**config.mk**
```make
export PLATFORM = sky130hd
export DESIGN_NAME = swfi_queue
export DESIGN_NICKNAME = d
export VERILOG_FILES = /design/src/rtl/swfi_pkg.sv /design/src/rtl/swfi_queue.sv
export SDC_FILE = /design/constraint.sdc
export NUM_CORES = 1
export LEC_CHECK = 0
export ABC_AREA = 1
export BUFFER_PORTS_ARGS = -buffer_cell sky130_fd_sc_hd__clkbuf_2
export CORE_UTILIZATION = 48
export DETAILED_ROUTE_END_ITERATION = 8
export GPL_TIMING_DRIVEN = 1
export MAX_ROUTING_LAYER = met4
export PLACE_DENSITY = 0.76
export SYNTH_ARGS = -nofsm -noshare
export SYNTH_HDL_FRONTEND = slang
export SYNTH_SLANG_ARGS = --single-unit
```
**constraint.sdc**
```tcl
create_clock -name clock -period 6.2 [get_ports clock]
set_input_delay 0.62 -clock clock [delete_from_list [all_inputs] [get_ports clock]]
set_output_delay 0.62 -clock clock [all_outputs]
set_load 0.01 [all_outputs]
```
**src/rtl/swfi_pkg.sv**
```systemverilog
// Shared types, constants and helpers of the scheduled write fault injector.
// No dependencies; every other file of the block but swfi_ram imports this package.
package swfi_pkg;

   // Payload widths.
   localparam int WORD_W  = 64;
   localparam int CNT_W   = 16;
   localparam int IDX_W   = 48;
   localparam int REG_W   = 32;
   localparam int EAT_W   = 8;
   localparam int PROB_W  = 10;
   localparam int MODE_W  = 2;
   localparam int CSR_IDX_W = 3;

   // Ring geometry default.
   localparam int RING_DEPTH_DEF = 1536;

   // Queue between the scheduler and the ring back end.
   localparam int QUEUE_DEPTH = 2;
   localparam int QPTR_W      = $clog2(QUEUE_DEPTH);
   localparam int QCNT_W      = $clog2(QUEUE_DEPTH + 1);

   // Hit evaluation limits and the draw remainder by reciprocal multiply.
   localparam int MAX_EVALS = 3;
   localparam int EVAL_W    = 2;
   localparam int DRAW_W    = 24;
   localparam int QUOT_W    = 15;
   localparam int PROD_W    = 49;
   localparam int MOD_SHIFT = 34;
   localparam logic [24:0] MOD_RECIP = 25'd17179870;
   localparam int PROB_SCALE = 1000;

   // Byte sum of one word.
   localparam int BSUM_W = 11;

   // Configuration register indexes.
   localparam logic [CSR_IDX_W-1:0] REG_MODE   = 3'd0;
   localparam logic [CSR_IDX_W-1:0] REG_SUPER  = 3'd1;
   localparam logic [CSR_IDX_W-1:0] REG_OFFSET = 3'd2;
   localparam logic [CSR_IDX_W-1:0] REG_START  = 3'd3;
   localparam logic [CSR_IDX_W-1:0] REG_EAT    = 3'd4;
   localparam logic [CSR_IDX_W-1:0] REG_PROB   = 3'd5;
   localparam logic [CSR_IDX_W-1:0] REG_SEED   = 3'd6;

   // Operating modes; the unused code behaves as repair mode.
   localparam logic [MODE_W-1:0] MODE_PASS   = 2'd0;
   localparam logic [MODE_W-1:0] MODE_STALE  = 2'd1;
   localparam logic [MODE_W-1:0] MODE_REPAIR = 2'd2;

   // Register reset values.
   localparam logic [MODE_W-1:0] MODE_DEF   = MODE_PASS;
   localparam logic [REG_W-1:0]  SUPER_DEF  = 32'd6144;
   localparam logic [REG_W-1:0]  OFFSET_DEF = 32'd1536;
   localparam logic [REG_W-1:0]  START_DEF  = 32'd0;
   localparam logic [EAT_W-1:0]  EAT_DEF    = 8'd1;
   localparam logic [PROB_W-1:0] PROB_DEF   = 10'd40;
   localparam logic [REG_W-1:0]  SEED_DEF   = 32'd1;

   // One classified item on its way to the ring back end.
   typedef struct packed {
      logic [WORD_W-1:0] word;
      logic              last;
      logic              swallowed;
      logic              stale;
   } swfi_entry_type;

   // One delivered result item.
   typedef struct packed {
      logic [WORD_W-1:0] out_word;
      logic              out_last;
      logic              swallowed;
      logic              stale;
      logic [CNT_W-1:0]  frame_checksum;
      logic [CNT_W-1:0]  frame_words;
      logic [CNT_W-1:0]  frame_swallowed;
      logic [CNT_W-1:0]  frame_stale;
      logic [CNT_W-1:0]  frame_repaired;
   } swfi_result_type;

   // Queue status seen by both ends.
   typedef struct packed {
      logic full;
      logic empty;
   } swfi_qstat_type;

   // Saturating increment of a frame counter.
   function automatic logic [CNT_W-1:0] sat_inc16(input logic [CNT_W-1:0] v);
      sat_inc16 = (v == {CNT_W{1'b1}}) ? v : v + 1'b1;
   endfunction

endpackage

```
**src/rtl/swfi_queue.sv**
```systemverilog
// Short queue of classified items between the front end and the ring back end.
// Depends on swfi_pkg.
module swfi_queue (
   input  logic                     clock,
   input  logic                     reset,
   input  logic                     push,
   input  swfi_pkg::swfi_entry_type push_entry,
   input  logic                     pop,
   output swfi_pkg::swfi_entry_type head,
   output swfi_pkg::swfi_qstat_type stat
);
   import swfi_pkg::*;

   swfi_entry_type    slot_ff [QUEUE_DEPTH];
   logic [QPTR_W-1:0] wr_ptr_ff, rd_ptr_ff;
   logic [QCNT_W-1:0] count_ff;

   assign stat.full  = (count_ff == QCNT_W'(QUEUE_DEPTH));
   assign stat.empty = (count_ff == '0);
   assign head       = slot_ff[rd_ptr_ff];

   // Pointers and fill count.
   always_ff @(posedge clock) begin
      if (reset) begin
         wr_ptr_ff <= '0;
         rd_ptr_ff <= '0;
         count_ff  <= '0;
      end else begin
         if (push) begin
            wr_ptr_ff <= wr_ptr_ff + 1'b1;
         end
         if (pop) begin
            rd_ptr_ff <= rd_ptr_ff + 1'b1;
         end
         count_ff <= count_ff + QCNT_W'(push) - QCNT_W'(pop);
      end
   end

   // Storage.
   always_ff @(posedge clock) begin
      if (push) begin
         slot_ff[wr_ptr_ff] <= push_entry;
      end
   end

endmodule

```
# Word-level counts from Yosys, hierarchy flattened
# Memories as Yosys holds them, arrays and structs flattened. A register that Yosys moved wholly into a read port is not among the register bits.
# Index checks and enable logic that the tools add are counted.
[totals]
register_bits = 4
ram_bits = 134
inputBits = 71
output_inout_bits = 69
wordCells = 14
mem_count = 1
[memory_table]
columns = ["memory", "words", "width", "rd", "rd_ports_with_merged_regs", "wr", "line", "source"]
rows = [
  ["slot_ff", 2, 67, 1, 1, 1, "swfi_queue.sv:14", "swfi_entry_type slot_ff [QUEUE_DEPTH];"],
]
[classes]
add_sub_neg = 4
eq_ne = 1
muxes = 4
reduce_logical = 1
[op_table]
columns = ["operator", "count"]
rows = [
  ["$mux W1", 4],
  ["$add A1 B1 Y1 const B", 2],
  ["$add A2 B1 Y2", 1],
  ["$eq A2 B2 Y1 const B", 1],
  ["$logic_not A2 Y1", 1],
  ["$sub A2 B1 Y2", 1],
]

# Logic depth before layout (Yosys ltp)
[logic_depth]
depth_word = 3
depth_mapped = 9
depth_no_buf = 9

# Worst setup path before layout
# Ideal clock, no wire load.
[synth_timing]
path_kind = "input to register"
from = "input push"
to = "memory slot_ff[0][0] (netlist name) (enable)"
setup_time_ns = 0.494
arrival_time_ns = 3.469
required_time_ns = 5.706
path_slack_ns = 2.237
path_stages = 2
n_path_buf = 0
path_cell_list = "inv_1 > nor2_1"
[synth_via]
elab_chain_cells = 2
[synth_rtl]
columns = ["element", "line", "source"]
rows = [
  ["start, declared", "swfi_queue.sv:6", "input logic push,"],
  ["$mux W1", "swfi_queue.sv:41", "if (push) begin"],
  ["$mux W1 (not written as such)", "swfi_queue.sv:42", "slot_ff[wr_ptr_ff] <= push_entry;"],
  ["end, declared", "swfi_queue.sv:14", ""],
]
# No other way between the ends.

==> qor.yml <==
status: "finished, final reports clean"
ctsResizeCount: 0
worstSkewPairLatency_ns: 0.50
reg2reg_depth: 2
rsz0062_at_grt: "false"
place_hpwl_mm: 5.36
peakVddDrop_mv: 0.184
synth_area_per_cell_sq_um: 21.6
die_h_um: 106
worstSetupPathType: "flop to primary output"
setup_tns_ns: 0
grt_pass1_vias: 2701
synth_area_leader_cell: "edfxtp_1"
synth_cell_types: 15
fin_skew_ns: 0.00527
drt_wl_total_mm: 8.30
cts_sinks: 139
multi_input_area_sq_um: 968
grt.total_usage: 0.161
min_period_ns: 2.77
dpl.cell_count: 509
swShare: 0.217
drtIter0Drc: 65
leakagePower_nw: 2.61
fmax_mhz: 361
layout.area.seq_sq_um: 4130
htreeDepth: 4
netlist.area_leader.share: 0.778
cp.required_ns: 5.58
synthFlopType: "edfxtp_1"
initial_core_util: 0.499
ys_ff_latch: 139
clk_pin_slew_worst_paths_ns: 0.06
grt_pass1_wl_mm: 12.9
postCtsSetupRepairBufs: 0
drt_pass1_iterations: 4
overflow: 0
syn_to_final_growth_pct: 27.5
drv_cap: 0
holdPathStages: 1
drive_gt1_frac: 0.600
holdBufCountCts: 0
power.density_nw_per_um2: 347
synth_nets: 312
die_w_um: 106
p_int_mw: 1.79
synth_area_leaders: "edfxtp_1 78%, mux2_4 8.7%, mux2_2 8.1%"
synth_edf_count: 134
io_pins: 140
fill_cells: 765
synth_area_sq_um: 5170
clkPwrFrac: 0.420
drc: 0
crit_fanout: 67
min_path_type: "primary input to flop"
tightestPinTransition_ns: 1.05
antenna_found_initial: 0
async_flop_share: 0
tritoncts: "done"
maxSlewHeadroom: 0.298
drtAntennaViolNets: 0
synth-seq-area-share: 0.797
grt_max_degree: 68
gp_congestion: 0.681
dieArea_sq_um: 11200
endpoint_kind: "primary output"
cts-buffers-inserted: 17
worstSetupStartpointType: "flop"
final_cell_count_no_fill: 541
antenna_cells: 0
pwr-share-seq: 0.489
total_power_mw: 2.29
layout.nets: 465
yosysMostFrequentCell: "edfxtp_1"
combPwrFrac: 0.091
wire_per_inst_um: 15.3
cts_buffer_depth: 2
yosys_warnings: 0
vias: 2596
rows: 37
maxSlewViolCount: 0
netlist_instances: 239
viasPerCell: 4.80
finalSetupViolCount: 0
cts-root-buf: "clkbuf_8"
core_sq_um: 10400
p_sw_mw: 0.496
finalHoldViolations: 0
arrival_ns: 2.15
synth_common_cells: "134 x edfxtp_1, 37 x mux2_2, 30 x mux2_4"
post-route-period-util: 0.447
port_buffers: 139
==> worst paths after layout <==
path	to	startpoint	slack [ns]
worst max-delay path	head[58]	flop	3.43
worst min-delay path	slot_ff[1][56]	push_entry[56]	0.30
worst max register to register	slot_ff[0][26]	wr_ptr_ff	4.17
worst min register to register	rd_ptr_ff	rd_ptr_ff	0.52
==> per-layer routing <==
layer,track usage,share of wire,vias up
met1,0.182,0.41,1253
met4,0.0595,0.0087,0
met5,-,0,-
met3,0.0569,0.055,7
li1,-,-,1238
met2,0.266,0.53,98
==> cells in the final DEF (no fill, tap or decap) <==
| cell type | instances |
|---|---|
| a21oi_1 | 1 |
| mux2_2 | 37 |
| edfxtp_1 | 134 |
| buf_4 | 2 |
| clkbuf_2 | 139 |
| mux2_4 | 30 |
| inv_2 | 1 |
| clkbuf_8 | 3 |
| nand3_1 | 1 |
| nand2_1 | 4 |
| clkinv_2 | 2 |
| dfxtp_1 | 4 |
| nor3_1 | 1 |
| bufinv_16 | 2 |
| xnor2_1 | 1 |
| inv_1 | 7 |
| nor2_4 | 1 |
| inv_6 | 2 |
| clkinvlp_4 | 5 |
| clkbuf_16 | 16 |
| ha_1 | 2 |
| nor2_1 | 7 |
| clkinv_4 | 2 |
| dfxtp_4 | 1 |
==> worst max-delay path, cell delays in order, from the launching register on <==
cell and delay [ns]:
dfxtp_4 1.03, mux2_2 0.44, clkbuf_2 0.14
==> power groups by stage <==
| stage | Combinational, mW | Clock (mW) | Sequential (mW) |
|---|---|---|---|
| after CTS | 0.213 | 0.983 | 1.12 |
| after global placement | 0.207 | 0 | 1.14 |
| after global routing | 0.226 | 1.02 | 1.13 |
| after floorplan | 0.141 | 0 | 1.12 |
| after detailed placement | 0.212 | 0 | 1.14 |
| final | 0.208 | 0.962 | 1.12 |
==> flip-flops by register name, summed over array words and instances, names as in the netlist, named ones only <==
register   count
wr_ptr_ff      1
slot_ff      134
rd_ptr_ff      1
count_ff       2
==> kinds of logic after synthesis <==
kind of cell | count (synthesis) | synth area share
DFF | 139 | 0.797
muxes | 67 | 0.168
buffers and inverters | 15 | 0.0167
and+or+nand+nor | 14 | 0.0106
adders and majority gates | 2 | 0.00484
AOI/OAI and AO/OA | 1 | 0.000967
xor gates and xnor gates | 1 | 0.00169
==> final cells by class <==
class | count | share of cell area
clock buffers | 19 | 0.0670
clock inverters | 13 | 0.0216
inverters | 8 | 0.00456
multi-input cells | 85 | 0.147
flip-flops and latches | 139 | 0.626
well taps | 136 | 0.0258
repair buffers | 141 | 0.108
==> through the flow <==
| step | cell area (sq um) | utilization | hold slack, ns | worst slack [ns] |
|---|---|---|---|---|
| 4_1_cts | 6590 | 0.636 | 0.275 | 3.37 |
| 5_1_grt | 6590 | 0.636 | 0.268 | 3.29 |
| 3_3_place_gp | 6010 | 0.579 | 0.500 | 3.70 |
| 2_1_floorplan | 5170 | - | 0.480 | 2.24 |
| 3_5_place_dp | 6010 | 0.579 | 0.504 | 3.65 |
| 6_report | 6590 | 0.636 | 0.302 | 3.43 |
Note: power is estimated with default switching activity, not from simulation.
