<file path="src/rtl/swfi_pkg.sv">
// Shared types, constants and helpers of the scheduled write fault injector.
// No dependencies; every other file of the block but swfi_ram imports this package.
package swfi_pkg;

   // Payload widths.
   localparam int WORD_W  = 64;
   localparam int CNT_W   = 16;
   localparam int IDX_W   = 48;
   localparam int REG_W   = 32;
   localparam int EAT_W   = 8;
   localparam int PROB_W  = 10;
   localparam int MODE_W  = 2;
   localparam int CSR_IDX_W = 3;

   // Ring geometry default.
   localparam int RING_DEPTH_DEF = 1536;

   // Queue between the scheduler and the ring back end.
   localparam int QUEUE_DEPTH = 2;
   localparam int QPTR_W      = $clog2(QUEUE_DEPTH);
   localparam int QCNT_W      = $clog2(QUEUE_DEPTH + 1);

   // Hit evaluation limits and the draw remainder by reciprocal multiply.
   localparam int MAX_EVALS = 3;
   localparam int EVAL_W    = 2;
   localparam int DRAW_W    = 24;
   localparam int QUOT_W    = 15;
   localparam int PROD_W    = 49;
   localparam int MOD_SHIFT = 34;
   localparam logic [24:0] MOD_RECIP = 25'd17179870;
   localparam int PROB_SCALE = 1000;

   // Byte sum of one word.
   localparam int BSUM_W = 11;

   // Configuration register indexes.
   localparam logic [CSR_IDX_W-1:0] REG_MODE   = 3'd0;
   localparam logic [CSR_IDX_W-1:0] REG_SUPER  = 3'd1;
   localparam logic [CSR_IDX_W-1:0] REG_OFFSET = 3'd2;
   localparam logic [CSR_IDX_W-1:0] REG_START  = 3'd3;
   localparam logic [CSR_IDX_W-1:0] REG_EAT    = 3'd4;
   localparam logic [CSR_IDX_W-1:0] REG_PROB   = 3'd5;
   localparam logic [CSR_IDX_W-1:0] REG_SEED   = 3'd6;

   // Operating modes; the unused code behaves as repair mode.
   localparam logic [MODE_W-1:0] MODE_PASS   = 2'd0;
   localparam logic [MODE_W-1:0] MODE_STALE  = 2'd1;
   localparam logic [MODE_W-1:0] MODE_REPAIR = 2'd2;

   // Register reset values.
   localparam logic [MODE_W-1:0] MODE_DEF   = MODE_PASS;
   localparam logic [REG_W-1:0]  SUPER_DEF  = 32'd6144;
   localparam logic [REG_W-1:0]  OFFSET_DEF = 32'd1536;
   localparam logic [REG_W-1:0]  START_DEF  = 32'd0;
   localparam logic [EAT_W-1:0]  EAT_DEF    = 8'd1;
   localparam logic [PROB_W-1:0] PROB_DEF   = 10'd40;
   localparam logic [REG_W-1:0]  SEED_DEF   = 32'd1;

   // One classified item on its way to the ring back end.
   typedef struct packed {
      logic [WORD_W-1:0] word;
      logic              last;
      logic              swallowed;
      logic              stale;
   } swfi_entry_type;

   // One delivered result item.
   typedef struct packed {
      logic [WORD_W-1:0] out_word;
      logic              out_last;
      logic              swallowed;
      logic              stale;
      logic [CNT_W-1:0]  frame_checksum;
      logic [CNT_W-1:0]  frame_words;
      logic [CNT_W-1:0]  frame_swallowed;
      logic [CNT_W-1:0]  frame_stale;
      logic [CNT_W-1:0]  frame_repaired;
   } swfi_result_type;

   // Queue status seen by both ends.
   typedef struct packed {
      logic full;
      logic empty;
   } swfi_qstat_type;

   // Saturating increment of a frame counter.
   function automatic logic [CNT_W-1:0] sat_inc16(input logic [CNT_W-1:0] v);
      sat_inc16 = (v == {CNT_W{1'b1}}) ? v : v + 1'b1;
   endfunction

endpackage

</file>
<file path="src/rtl/swfi_if.sv">
// Channel interfaces of the scheduled write fault injector: input items,
// result items and configuration writes. Depends on swfi_pkg.

interface swfi_req_if;
   import swfi_pkg::*;
   logic              valid;
   logic              ready;
   logic [WORD_W-1:0] in_word;
   logic              in_last;
   modport source (output valid, in_word, in_last, input ready);
   modport sink   (input valid, in_word, in_last, output ready);
endinterface


interface swfi_csr_if;
   import swfi_pkg::*;
   logic                 valid;
   logic                 ready;
   logic [CSR_IDX_W-1:0] index;
   logic [REG_W-1:0]     data;
   modport source (output valid, index, data, input ready);
   modport sink   (input valid, index, data, output ready);
endinterface

</file>
<file path="src/rtl/swfi_front.sv">
// Front end: configuration registers, hit schedule, xorshift draws and the
// swallow decision for each accepted item. Depends on swfi_pkg, swfi_if.
module swfi_front (
   input  logic                     clock,
   input  logic                     reset,
   swfi_req_if.sink                 req_ch,
   swfi_csr_if.sink                 csr_ch,
   input  logic                     clearing,
   input  swfi_pkg::swfi_qstat_type q_stat,
   output logic                     q_push,
   output swfi_pkg::swfi_entry_type q_entry
);
   import swfi_pkg::*;

   typedef enum logic [2:0] {
      F_IDLE   = 3'b001,
      F_EVAL   = 3'b010,
      F_DECIDE = 3'b100
   } front_state_type;

   front_state_type   state_ff, state_in;
   logic [WORD_W-1:0] word_ff, word_in;
   logic              last_ff, last_in;
   logic [EVAL_W-1:0] evals_ff, evals_in;

   logic [MODE_W-1:0] mode_ff, mode_in;
   logic [REG_W-1:0]  super_ff, super_in;
   logic [REG_W-1:0]  offset_ff, offset_in;
   logic [EAT_W-1:0]  eat_ff, eat_in;
   logic [PROB_W-1:0] prob_ff, prob_in;

   logic [IDX_W-1:0]  pair_start_ff, pair_start_in;
   logic [IDX_W-1:0]  next_hit_ff, next_hit_in;
   logic              second_leg_ff, second_leg_in;
   logic [IDX_W-1:0]  word_index_ff, word_index_in;
   logic [CNT_W-1:0]  pending_ff, pending_in;
   logic [REG_W-1:0]  prng_ff, prng_in;

   logic              chk_valid_ff, chk_valid_in;
   logic [DRAW_W-1:0] chk_v_ff, chk_v_in;
   logic [QUOT_W-1:0] chk_q_ff, chk_q_in;

   logic [REG_W-1:0]  x1, x2, x_new;
   logic [PROD_W-1:0] prod;
   logic [DRAW_W-1:0] remainder;
   logic              admit;
   logic [CNT_W:0]    pend_sum;
   logic [CNT_W-1:0]  pend_sat, pend_cur;
   logic              inject, due, swallow;
   logic [IDX_W-1:0]  pair_next;

   // Next xorshift state and the quotient of its upper 24 bits by 1000 through a reciprocal.
   always_comb begin
      x1    = prng_ff ^ (prng_ff << 13);
      x2    = x1 ^ (x1 >> 17);
      x_new = x2 ^ (x2 << 5);
      prod  = PROD_W'(x_new[31:8]) * PROD_W'(MOD_RECIP);
   end

   // Second half of a draw: remainder, admission and the pending swallows.
   always_comb begin
      remainder = chk_v_ff - DRAW_W'(DRAW_W'(chk_q_ff) * DRAW_W'(PROB_SCALE));
      admit     = remainder < DRAW_W'(prob_ff);
      pend_sum  = (CNT_W+1)'(pending_ff) + (CNT_W+1)'(eat_ff);
      pend_sat  = pend_sum[CNT_W] ? {CNT_W{1'b1}} : pend_sum[CNT_W-1:0];
      pend_cur  = (chk_valid_ff && admit) ? pend_sat : pending_ff;
   end

   // Schedule tests.
   assign inject    = (mode_ff != MODE_PASS);
   assign due       = inject && (evals_ff != EVAL_W'(MAX_EVALS)) &&
                      (word_index_ff >= next_hit_ff);
   assign swallow   = inject && (pend_cur != '0);
   assign pair_next = pair_start_ff + IDX_W'(super_ff);

   assign req_ch.ready = (state_ff == F_IDLE) && !clearing;
   assign csr_ch.ready = 1'b1;

   // Item sent to the queue.
   always_comb begin
      q_entry.word      = word_ff;
      q_entry.last      = last_ff;
      q_entry.swallowed = swallow;
      q_entry.stale     = swallow && (mode_ff == MODE_STALE);
   end

   // Sequencer and configuration writes.
   always_comb begin
      state_in      = state_ff;
      word_in       = word_ff;
      last_in       = last_ff;
      evals_in      = evals_ff;
      mode_in       = mode_ff;
      super_in      = super_ff;
      offset_in     = offset_ff;
      eat_in        = eat_ff;
      prob_in       = prob_ff;
      pair_start_in = pair_start_ff;
      next_hit_in   = next_hit_ff;
      second_leg_in = second_leg_ff;
      word_index_in = word_index_ff;
      pending_in    = pend_cur;
      prng_in       = prng_ff;
      chk_valid_in  = 1'b0;
      chk_v_in      = chk_v_ff;
      chk_q_in      = chk_q_ff;
      q_push        = 1'b0;

      case (state_ff)
         F_IDLE: begin
            if (req_ch.valid && req_ch.ready) begin
               word_in  = req_ch.in_word;
               last_in  = req_ch.in_last;
               evals_in = '0;
               state_in = F_EVAL;
            end
         end
         F_EVAL: begin
            // One due hit per cycle: draw now, judge the draw next cycle.
            if (due) begin
               prng_in      = x_new;
               chk_valid_in = 1'b1;
               chk_v_in     = x_new[31:8];
               chk_q_in     = prod[MOD_SHIFT +: QUOT_W];
               evals_in     = evals_ff + 1'b1;
               if (!second_leg_ff) begin
                  second_leg_in = 1'b1;
                  next_hit_in   = pair_start_ff + IDX_W'(offset_ff);
               end else begin
                  second_leg_in = 1'b0;
                  pair_start_in = pair_next;
                  next_hit_in   = pair_next;
               end
            end else begin
               state_in = F_DECIDE;
            end
         end
         F_DECIDE: begin
            if (!q_stat.full) begin
               q_push        = 1'b1;
               pending_in    = pend_cur - CNT_W'(swallow);
               word_index_in = word_index_ff + 1'b1;
               state_in      = F_IDLE;
            end
         end
         default: begin
            state_in = F_IDLE;
         end
      endcase

      if (csr_ch.valid && csr_ch.ready) begin
         case (csr_ch.index)
            REG_MODE:   mode_in   = csr_ch.data[MODE_W-1:0];
            REG_SUPER:  super_in  = csr_ch.data;
            REG_OFFSET: offset_in = csr_ch.data;
            REG_START: begin
               pair_start_in = IDX_W'(csr_ch.data);
               next_hit_in   = IDX_W'(csr_ch.data);
               second_leg_in = 1'b0;
            end
            REG_EAT:    eat_in    = csr_ch.data[EAT_W-1:0];
            REG_PROB:   prob_in   = csr_ch.data[PROB_W-1:0];
            REG_SEED:   prng_in   = (csr_ch.data == '0) ? REG_W'(1) : csr_ch.data;
            default: ;
         endcase
      end
   end

   // Control and schedule registers.
   always_ff @(posedge clock) begin
      if (reset) begin
         state_ff      <= F_IDLE;
         evals_ff      <= '0;
         mode_ff       <= MODE_DEF;
         super_ff      <= SUPER_DEF;
         offset_ff     <= OFFSET_DEF;
         eat_ff        <= EAT_DEF;
         prob_ff       <= PROB_DEF;
         pair_start_ff <= IDX_W'(START_DEF);
         next_hit_ff   <= IDX_W'(START_DEF);
         second_leg_ff <= 1'b0;
         word_index_ff <= '0;
         pending_ff    <= '0;
         prng_ff       <= SEED_DEF;
         chk_valid_ff  <= 1'b0;
      end else begin
         state_ff      <= state_in;
         evals_ff      <= evals_in;
         mode_ff       <= mode_in;
         super_ff      <= super_in;
         offset_ff     <= offset_in;
         eat_ff        <= eat_in;
         prob_ff       <= prob_in;
         pair_start_ff <= pair_start_in;
         next_hit_ff   <= next_hit_in;
         second_leg_ff <= second_leg_in;
         word_index_ff <= word_index_in;
         pending_ff    <= pending_in;
         prng_ff       <= prng_in;
         chk_valid_ff  <= chk_valid_in;
      end
   end

   // Payload registers.
   always_ff @(posedge clock) begin
      word_ff  <= word_in;
      last_ff  <= last_in;
      chk_v_ff <= chk_v_in;
      chk_q_ff <= chk_q_in;
   end

endmodule

</file>
<file path="src/flat_wrapper.sv">
// flat-port wrapper written by rule: the top's interface ports become plain ports
module swfi_front_flat import swfi_pkg::*;
  (clock, reset, clearing, q_stat, q_push, q_entry, req_ch_valid, req_ch_in_word, req_ch_in_last, req_ch_ready, csr_ch_valid, csr_ch_index, csr_ch_data, csr_ch_ready);
  swfi_req_if req_ch_i ();
  swfi_csr_if csr_ch_i ();
  input  logic clock;
  input  logic reset;
  input  logic clearing;
  input  swfi_pkg::swfi_qstat_type q_stat;
  output logic q_push;
  output swfi_pkg::swfi_entry_type q_entry;
  input wire logic [$bits(req_ch_i.valid)-1:0] req_ch_valid;
  input wire logic [$bits(req_ch_i.in_word)-1:0] req_ch_in_word;
  input wire logic [$bits(req_ch_i.in_last)-1:0] req_ch_in_last;
  output wire logic [$bits(req_ch_i.ready)-1:0] req_ch_ready;
  input wire logic [$bits(csr_ch_i.valid)-1:0] csr_ch_valid;
  input wire logic [$bits(csr_ch_i.index)-1:0] csr_ch_index;
  input wire logic [$bits(csr_ch_i.data)-1:0] csr_ch_data;
  output wire logic [$bits(csr_ch_i.ready)-1:0] csr_ch_ready;
  assign req_ch_i.valid = req_ch_valid;
  assign req_ch_i.in_word = req_ch_in_word;
  assign req_ch_i.in_last = req_ch_in_last;
  assign req_ch_ready = req_ch_i.ready;
  assign csr_ch_i.valid = csr_ch_valid;
  assign csr_ch_i.index = csr_ch_index;
  assign csr_ch_i.data = csr_ch_data;
  assign csr_ch_ready = csr_ch_i.ready;
  swfi_front u_core (.clock(clock), .reset(reset), .req_ch(req_ch_i), .csr_ch(csr_ch_i), .clearing(clearing), .q_stat(q_stat), .q_push(q_push), .q_entry(q_entry));
endmodule
</file>
<file path="config.mk">
export PLATFORM = sky130hd
export DESIGN_NAME = swfi_front_flat
export DESIGN_NICKNAME = d
export VERILOG_FILES = /design/src/rtl/swfi_pkg.sv /design/src/rtl/swfi_if.sv /design/src/rtl/swfi_front.sv /design/src/flat_wrapper.sv
export SDC_FILE = /design/constraint.sdc
export NUM_CORES = 2
export LEC_CHECK = 0
export ABC_AREA = 1
export BUFFER_PORTS_ARGS = -buffer_cell sky130_fd_sc_hd__buf_4
export CORE_ASPECT_RATIO = 1.2
export CORE_UTILIZATION = 32
export DETAILED_ROUTE_END_ITERATION = 8
export PLACE_DENSITY = 0.51
export RECOVER_POWER = 25
export SLEW_MARGIN = 20
export SYNTH_ARGS = -nofsm -noshare
export SYNTH_HDL_FRONTEND = slang
export SYNTH_SLANG_ARGS = --single-unit
</file>
<file path="constraint.sdc">
create_clock -name clock -period 10.75 [get_ports clock]
set_input_delay 1.6125 -clock clock [delete_from_list [all_inputs] [get_ports clock]]
set_output_delay 1.6125 -clock clock [all_outputs]
set_load 0.01 [all_outputs]
</file>
== Word-level counts from Yosys, hierarchy flattened ==
Index checks and enable logic that the tools add are counted.
Cells by class
  eq/ne operators: 15
  magnitude comparators: 2
  mux-type cells: 34
  reductions and logical operators: 24
  bitwise logic cells: 5
  $add $sub $neg: 7
  multipliers: 2
Operators by type and width (count)
  48-bit two-way mux: 10
  32-bit two-way mux: 5
  48-bit by 32-bit adder with 48-bit output: 2
  16-bit two-way mux: 4
  32-bit bitwise XOR: 2
  48-bit by 1-bit adder with 48-bit output (second input constant): 1
  48-bit >= comparator: 1
  24-bit by 24-bit multiplier with 48-bit output (second input constant): 1
  32-bit zero test: 1
  32-bit by 15-bit bitwise XOR with 32-bit output: 1
  24-bit by 10-bit < comparator with 1-bit output: 1
  24-bit subtractor: 1
  15-bit by 7-bit multiplier with 21-bit output (second input constant): 1
  16-bit by 8-bit adder with 17-bit output: 1
  2-bit AND reduction: 8
  16-bit nonzero test: 1
  16-bit by 1-bit subtractor with 16-bit output: 1
  3-bit == test (second input constant): 4
  3-bit by 2-bit == test with 1-bit output (second input constant): 3
  3-bit two-way mux: 3
  3-bit case mux with 3 select lines: 1
  1-bit two-way mux: 8
  2-bit != test (second input constant): 4
  1-bit logical AND: 7
  12 further kinds: 17
Storage, ports and cells
  flip-flop bits (word level): 387
  output and inout bits: 70

== Longest topological paths before layout ==
  depth after elaboration: 10
  gate-level depth with buffers: 47
  gate-level depth less buffers: 47

== Worst setup path before layout ==
OpenSTA, ideal clock, no wires.
  path type: register to output
  start point: register u_core.chk_q_ff[0]
  end point: output q_entry[1] in the netlist's numbering
  cell stages (with the launch flop): 37
  slack: 2.545 ns
  data required time: 9.137 ns
  buffers on the path: 2
  arrival time: 6.592 ns
  path through: edfxtp_1 fa_1 inv_1 fa_1 fa_1 fa_1 inv_1 ha_1 nand3b_1 and2_1 o221ai_1 a21oi_1 o21bai_1 a21oi_1 o21bai_1 a21oi_1 o21ai_0 xor2_1 ha_1 a21oi_1 o21ai_0 a21oi_1 nand2_1 nor2_1 nand3_1 a21oi_2 inv_2 nor2_8 buf_8 nand2_2 o21ai_0 nand3b_1 nor2_1 nand3_1 nor2_1 nor2_1 buf_4
On the way
  longest elaborated chain between the ends: 7
RTL lines
  start, declared: RTL line swfi_front.sv:41  | logic [QUOT_W-1:0] chk_q_ff, chk_q_in;
  start signal, assigned: RTL line swfi_front.sv:209  | chk_q_ff <= chk_q_in;
  15-bit by 7-bit multiplier with 21-bit output: RTL line swfi_front.sv:62  | remainder = chk_v_ff - DRAW_W'(DRAW_W'(chk_q_ff) * DRAW_W'(PROB_SCALE));
  24-bit subtractor: RTL line swfi_front.sv:62
  24-bit by 10-bit < comparator with 1-bit output: RTL line swfi_front.sv:63  | admit = remainder < DRAW_W'(prob_ff);
  1-bit logical AND: RTL line swfi_front.sv:66  | pend_cur = (chk_valid_ff && admit) ? pend_sat : pending_ff;
  16-bit two-way mux: RTL line swfi_front.sv:66
  16-bit nonzero test: RTL line swfi_front.sv:73  | assign swallow = inject && (pend_cur != '0);
  1-bit logical AND: RTL line swfi_front.sv:73
  end, declared: RTL line flat_wrapper.sv:11  | output swfi_pkg::swfi_entry_type q_entry;
No other way between the ends.

==> results.md <==
- Yosys cell types: 56
- Critical path's slowest cell: fa_1
- Worst path depth: 35
- RePlAce Congestion: slightly above 0.9
- Chip Width: about 310 um
- Worst-case reg-to-reg path depth: 42
- Root buf cell: clkbuf_16
- Switching pwr: approximately 5.1 mW
- Avg Inst Size Synth: 7.827 um^2
- RSZ-0062 raised after global routing: false
- Post-cts sizing count: 0
- Failing checks: max-capacitance violations, max-slew violations
- Worst Path Buf+Inv: 4
- Worst relative slew slack: -1.267
- Post-CTS Setup Inserts: 0
- Top Family by Delay on Critical Path: adder cells
- Net Sw Frac: 0.4951
- Initial antenna violation count: 0
- Routed WL per cell: 17.33 um
- Crit. End Element: output port
- Number of global-route vias before repair: a little under 30,000
- Setup Skew: 0.01921 ns
- CP Data Arrival Time: a little over 8 ns
- Pwr dens: about 260 nW/um^2
- Final Total Pwr: just over 10 mW
- First-pass GRT wire length: about 170,000 um
- Start of the worst register-to-register path: u_core.chk_q_ff[0]
- CTS H-tree depth: 2
- DRC: 0
- Largest net degree at the start of global routing: 92
- Hold depth: 2
- Hold path start: u_core.next_hit_ff[44]
- Register area: 8788 um^2
- CP dominant cell by count: a21oi_1
- CP max stage delay: between 0.6 and 0.7 ns
- CP Launch Type: flop
- Sequential fraction of the synthesis area: 0.2481
- Min cycle time layout: 9.818 ns
- Period utilisation layout: 0.9133
- Post-Synthesis Cells: between 4,000 and 5,000
- Num ports: roughly 180
- Synth async-reset ratio: 0
- Worst-skew pair later-pin latency: approximately 0.6 ns
- CP startpoint: u_core.chk_q_ff[0]
- Final Max Tran Viols: roughly 120
- Total track usage: 0.1888
- Multi-input logic area: ~23,000 um^2
- Maximum vdd drop: between 600 and 700 uV
- Max Freq: between 0.1 and 0.15 GHz
- Grt total ovfl: 0
- Post-synth top flop: dfxtp_1
- Layout cells sized above 1: 0.07347
- Mapped Nets: 5,318
- WS Path Type: flop to output port
- Antenna viol nets, final: 0
- Synthesized cell area: between 30,000 and 40,000 um^2
- Minimum hold slack: 0.4631 ns
- Worst-margin pin slew: ~3.4 ns
- Post-synthesis register bit count: between 300 and 400
- Clock-pin slew on the worst setup and hold paths: around 0.06 ns
- Port Buf Inserts: 174
- Commonest non-fill, non-tap cell in the layout: inv_1
- CTS tree: built
- Die height: roughly 370 um
- Sequential Power Share: 0.153
- Via/cell ratio: just under 5
- Final setup viols: 0
- Crit Path Max Fanout: 17
- Final wirelength: 106,400 um
- Nets@finish: 5,478
- Initial Util: 0.3230
- P&R area growth vs syn: 12.96%
- Die area: approximately 110,000 um^2
- Iter 0 DRT Violations: 1,689
- Post-synth EDFFs: between 100 and 150
- Dpl hpwl: 85,310 um
- Status: finished, violations left
- Clock buffer depth: 3
- Hold-fix buffers, CTS: 0
- Synth warn: 0
- Antenna diode count: 0
- Most frequent cells in the layout: inv_1, nand2_1, ha_1
- Worst min-delay path class: flop to flop
- Clock power frac: 0.168
- Num CTS Buffers: 47
- Setup TNS: 0 ns
- Max-capacitance violation count: 2
- Vias: approximately 30,000
- Rows: between 100 and 150
- Core Region: ~110,000 um^2
- Final hold vios: 0
- First-pass DRT Iterations: 5
- CP required: approximately 9 ns
- Fillers: 11,510
- Comb power frac: 0.678
- P_leak: 19.24 nW
- # clock sinks: around 390
- Int Power: approximately 5.2 mW
[power by group through the flow]
stage	clock network (mW)	logic, mW	registers (mW)
after floorplan	0	5.22	1.62
after global placement	0	7.06	1.62
after detailed placement	0	7.05	1.62
after CTS	1.79	7.14	1.59
after global routing	1.84	8.26	1.59
final	1.74	7.03	1.59
[registers in the layout (all words and copies together), names as in the netlist, 2 cells and up]
register and count:
u_core.prng_ff 32, u_core.super_ff 32, u_core.pending_ff 16, u_core.chk_q_ff 15
u_core.chk_v_ff 24, u_core.pair_start_ff 48, u_core.state_ff 3, u_core.eat_ff 8
u_core.evals_ff 2, u_core.prob_ff 10, u_core.next_hit_ff 48, u_core.offset_ff 32
u_core.word_index_ff 48, u_core.word_ff 64, u_core.mode_ff 2
[kinds of logic (layout without fill, tap and decap cells)]
group	count (synthesis)	after routing	share of synthesized area
AOI/OAI and AO/OA	933	933	0.1461
xor gates and xnor gates	185	185	0.04574
adders and majority gates	685	685	0.2905
buffers and inverters	1016	1213	0.1085
DFF	387	387	0.2481
other	1	1	0.0001059
and+or+nand+nor	1319	1319	0.1610
[path summary, 6_finish.rpt]
| kind | endpoint | slack (ns) |
|---|---|---|
| hold / removal | u_core.next_hit_ff[44] | 0.46 |
| hold reg to reg | u_core.next_hit_ff[44] | 0.46 |
| setup reg to reg | u_core.pending_ff[12] | 2.05 |
| setup / recovery | q_entry[1] | 0.93 |
[synth_stat cells (5+ instances only)]
| cell | number | area, um^2 |
|---|---|---|
| nor2_2 | 14 | 87.58 |
| nor2_4 | 5 | 56.30 |
| nand2_1 | 650 | 2440 |
| o211ai_1 | 65 | 488.0 |
| a21oi_2 | 5 | 43.79 |
| or2_2 | 9 | 56.30 |
| inv_2 | 9 | 33.78 |
| o2111ai_1 | 6 | 52.55 |
| dfxtp_1 | 283 | 5665 |
| a211oi_1 | 5 | 37.54 |
| nor4_1 | 37 | 231.5 |
| buf_1 | 6 | 22.52 |
| edfxtp_1 | 104 | 3123 |
| nand3_1 | 123 | 615.6 |
| xor2_1 | 108 | 945.9 |
| nand3_2 | 8 | 80.08 |
| o21a_1 | 20 | 150.1 |
| inv_1 | 913 | 3427 |
| nand2_2 | 12 | 75.07 |
| o21ai_0 | 294 | 1471 |
| nor2_1 | 308 | 1156 |
| a22oi_1 | 6 | 45.04 |
| and3_1 | 7 | 43.79 |
| a31oi_1 | 29 | 181.4 |
| o21bai_1 | 22 | 165.2 |
| o22ai_1 | 13 | 81.33 |
| nand4_1 | 50 | 312.8 |
| clkbuf_1 | 79 | 296.5 |
| a21oi_1 | 431 | 2157 |
| ha_1 | 456 | 5705 |
| nand3b_1 | 10 | 75.07 |
| a21o_1 | 8 | 60.06 |
| o221ai_1 | 6 | 52.55 |
| a31o_2 | 5 | 43.79 |
| xnor2_1 | 77 | 674.4 |
| nor3_1 | 76 | 380.4 |
| fa_1 | 229 | 4584 |
[per-stage QoR]
step	instance area (um^2)	utilization	instances	setup WS, ns
global route	40010	0.3649	6140	0.1438
finish	40010	0.3649	6140	0.9318
CTS	40070	0.3654	6140	0.7550
floorplan	35430	-	4526	2.545
detailed placement	38390	0.3500	6054	1.421
global placement	38390	0.3500	6054	1.459
[final cells by class]
class	instances	share of cell area
Inverter	924	0.08674
Timing Repair Buffer	203	0.03668
Clock inverter	21	0.007317
Multi-Input combinational cell	3123	0.5706
Clock buffer	65	0.03474
Sequential cell	387	0.2196
Tap cell	1417	0.04431
[worst min-delay path, cell delays in order, from the launching register on]
cell	delay, ns
dfxtp_1	0.31
nand2_1	0.06
a21oi_1	0.05
[layer usage]
layer,track usage,part of all wire,vias up
met5,0,0,-
met4,0.05228,0.026,0
met3,0.01756,0.033,131
met2,0.3416,0.50,543
met1,0.2366,0.44,14130
li1,-,-,15120
Power figures use the tool's default switching activity.
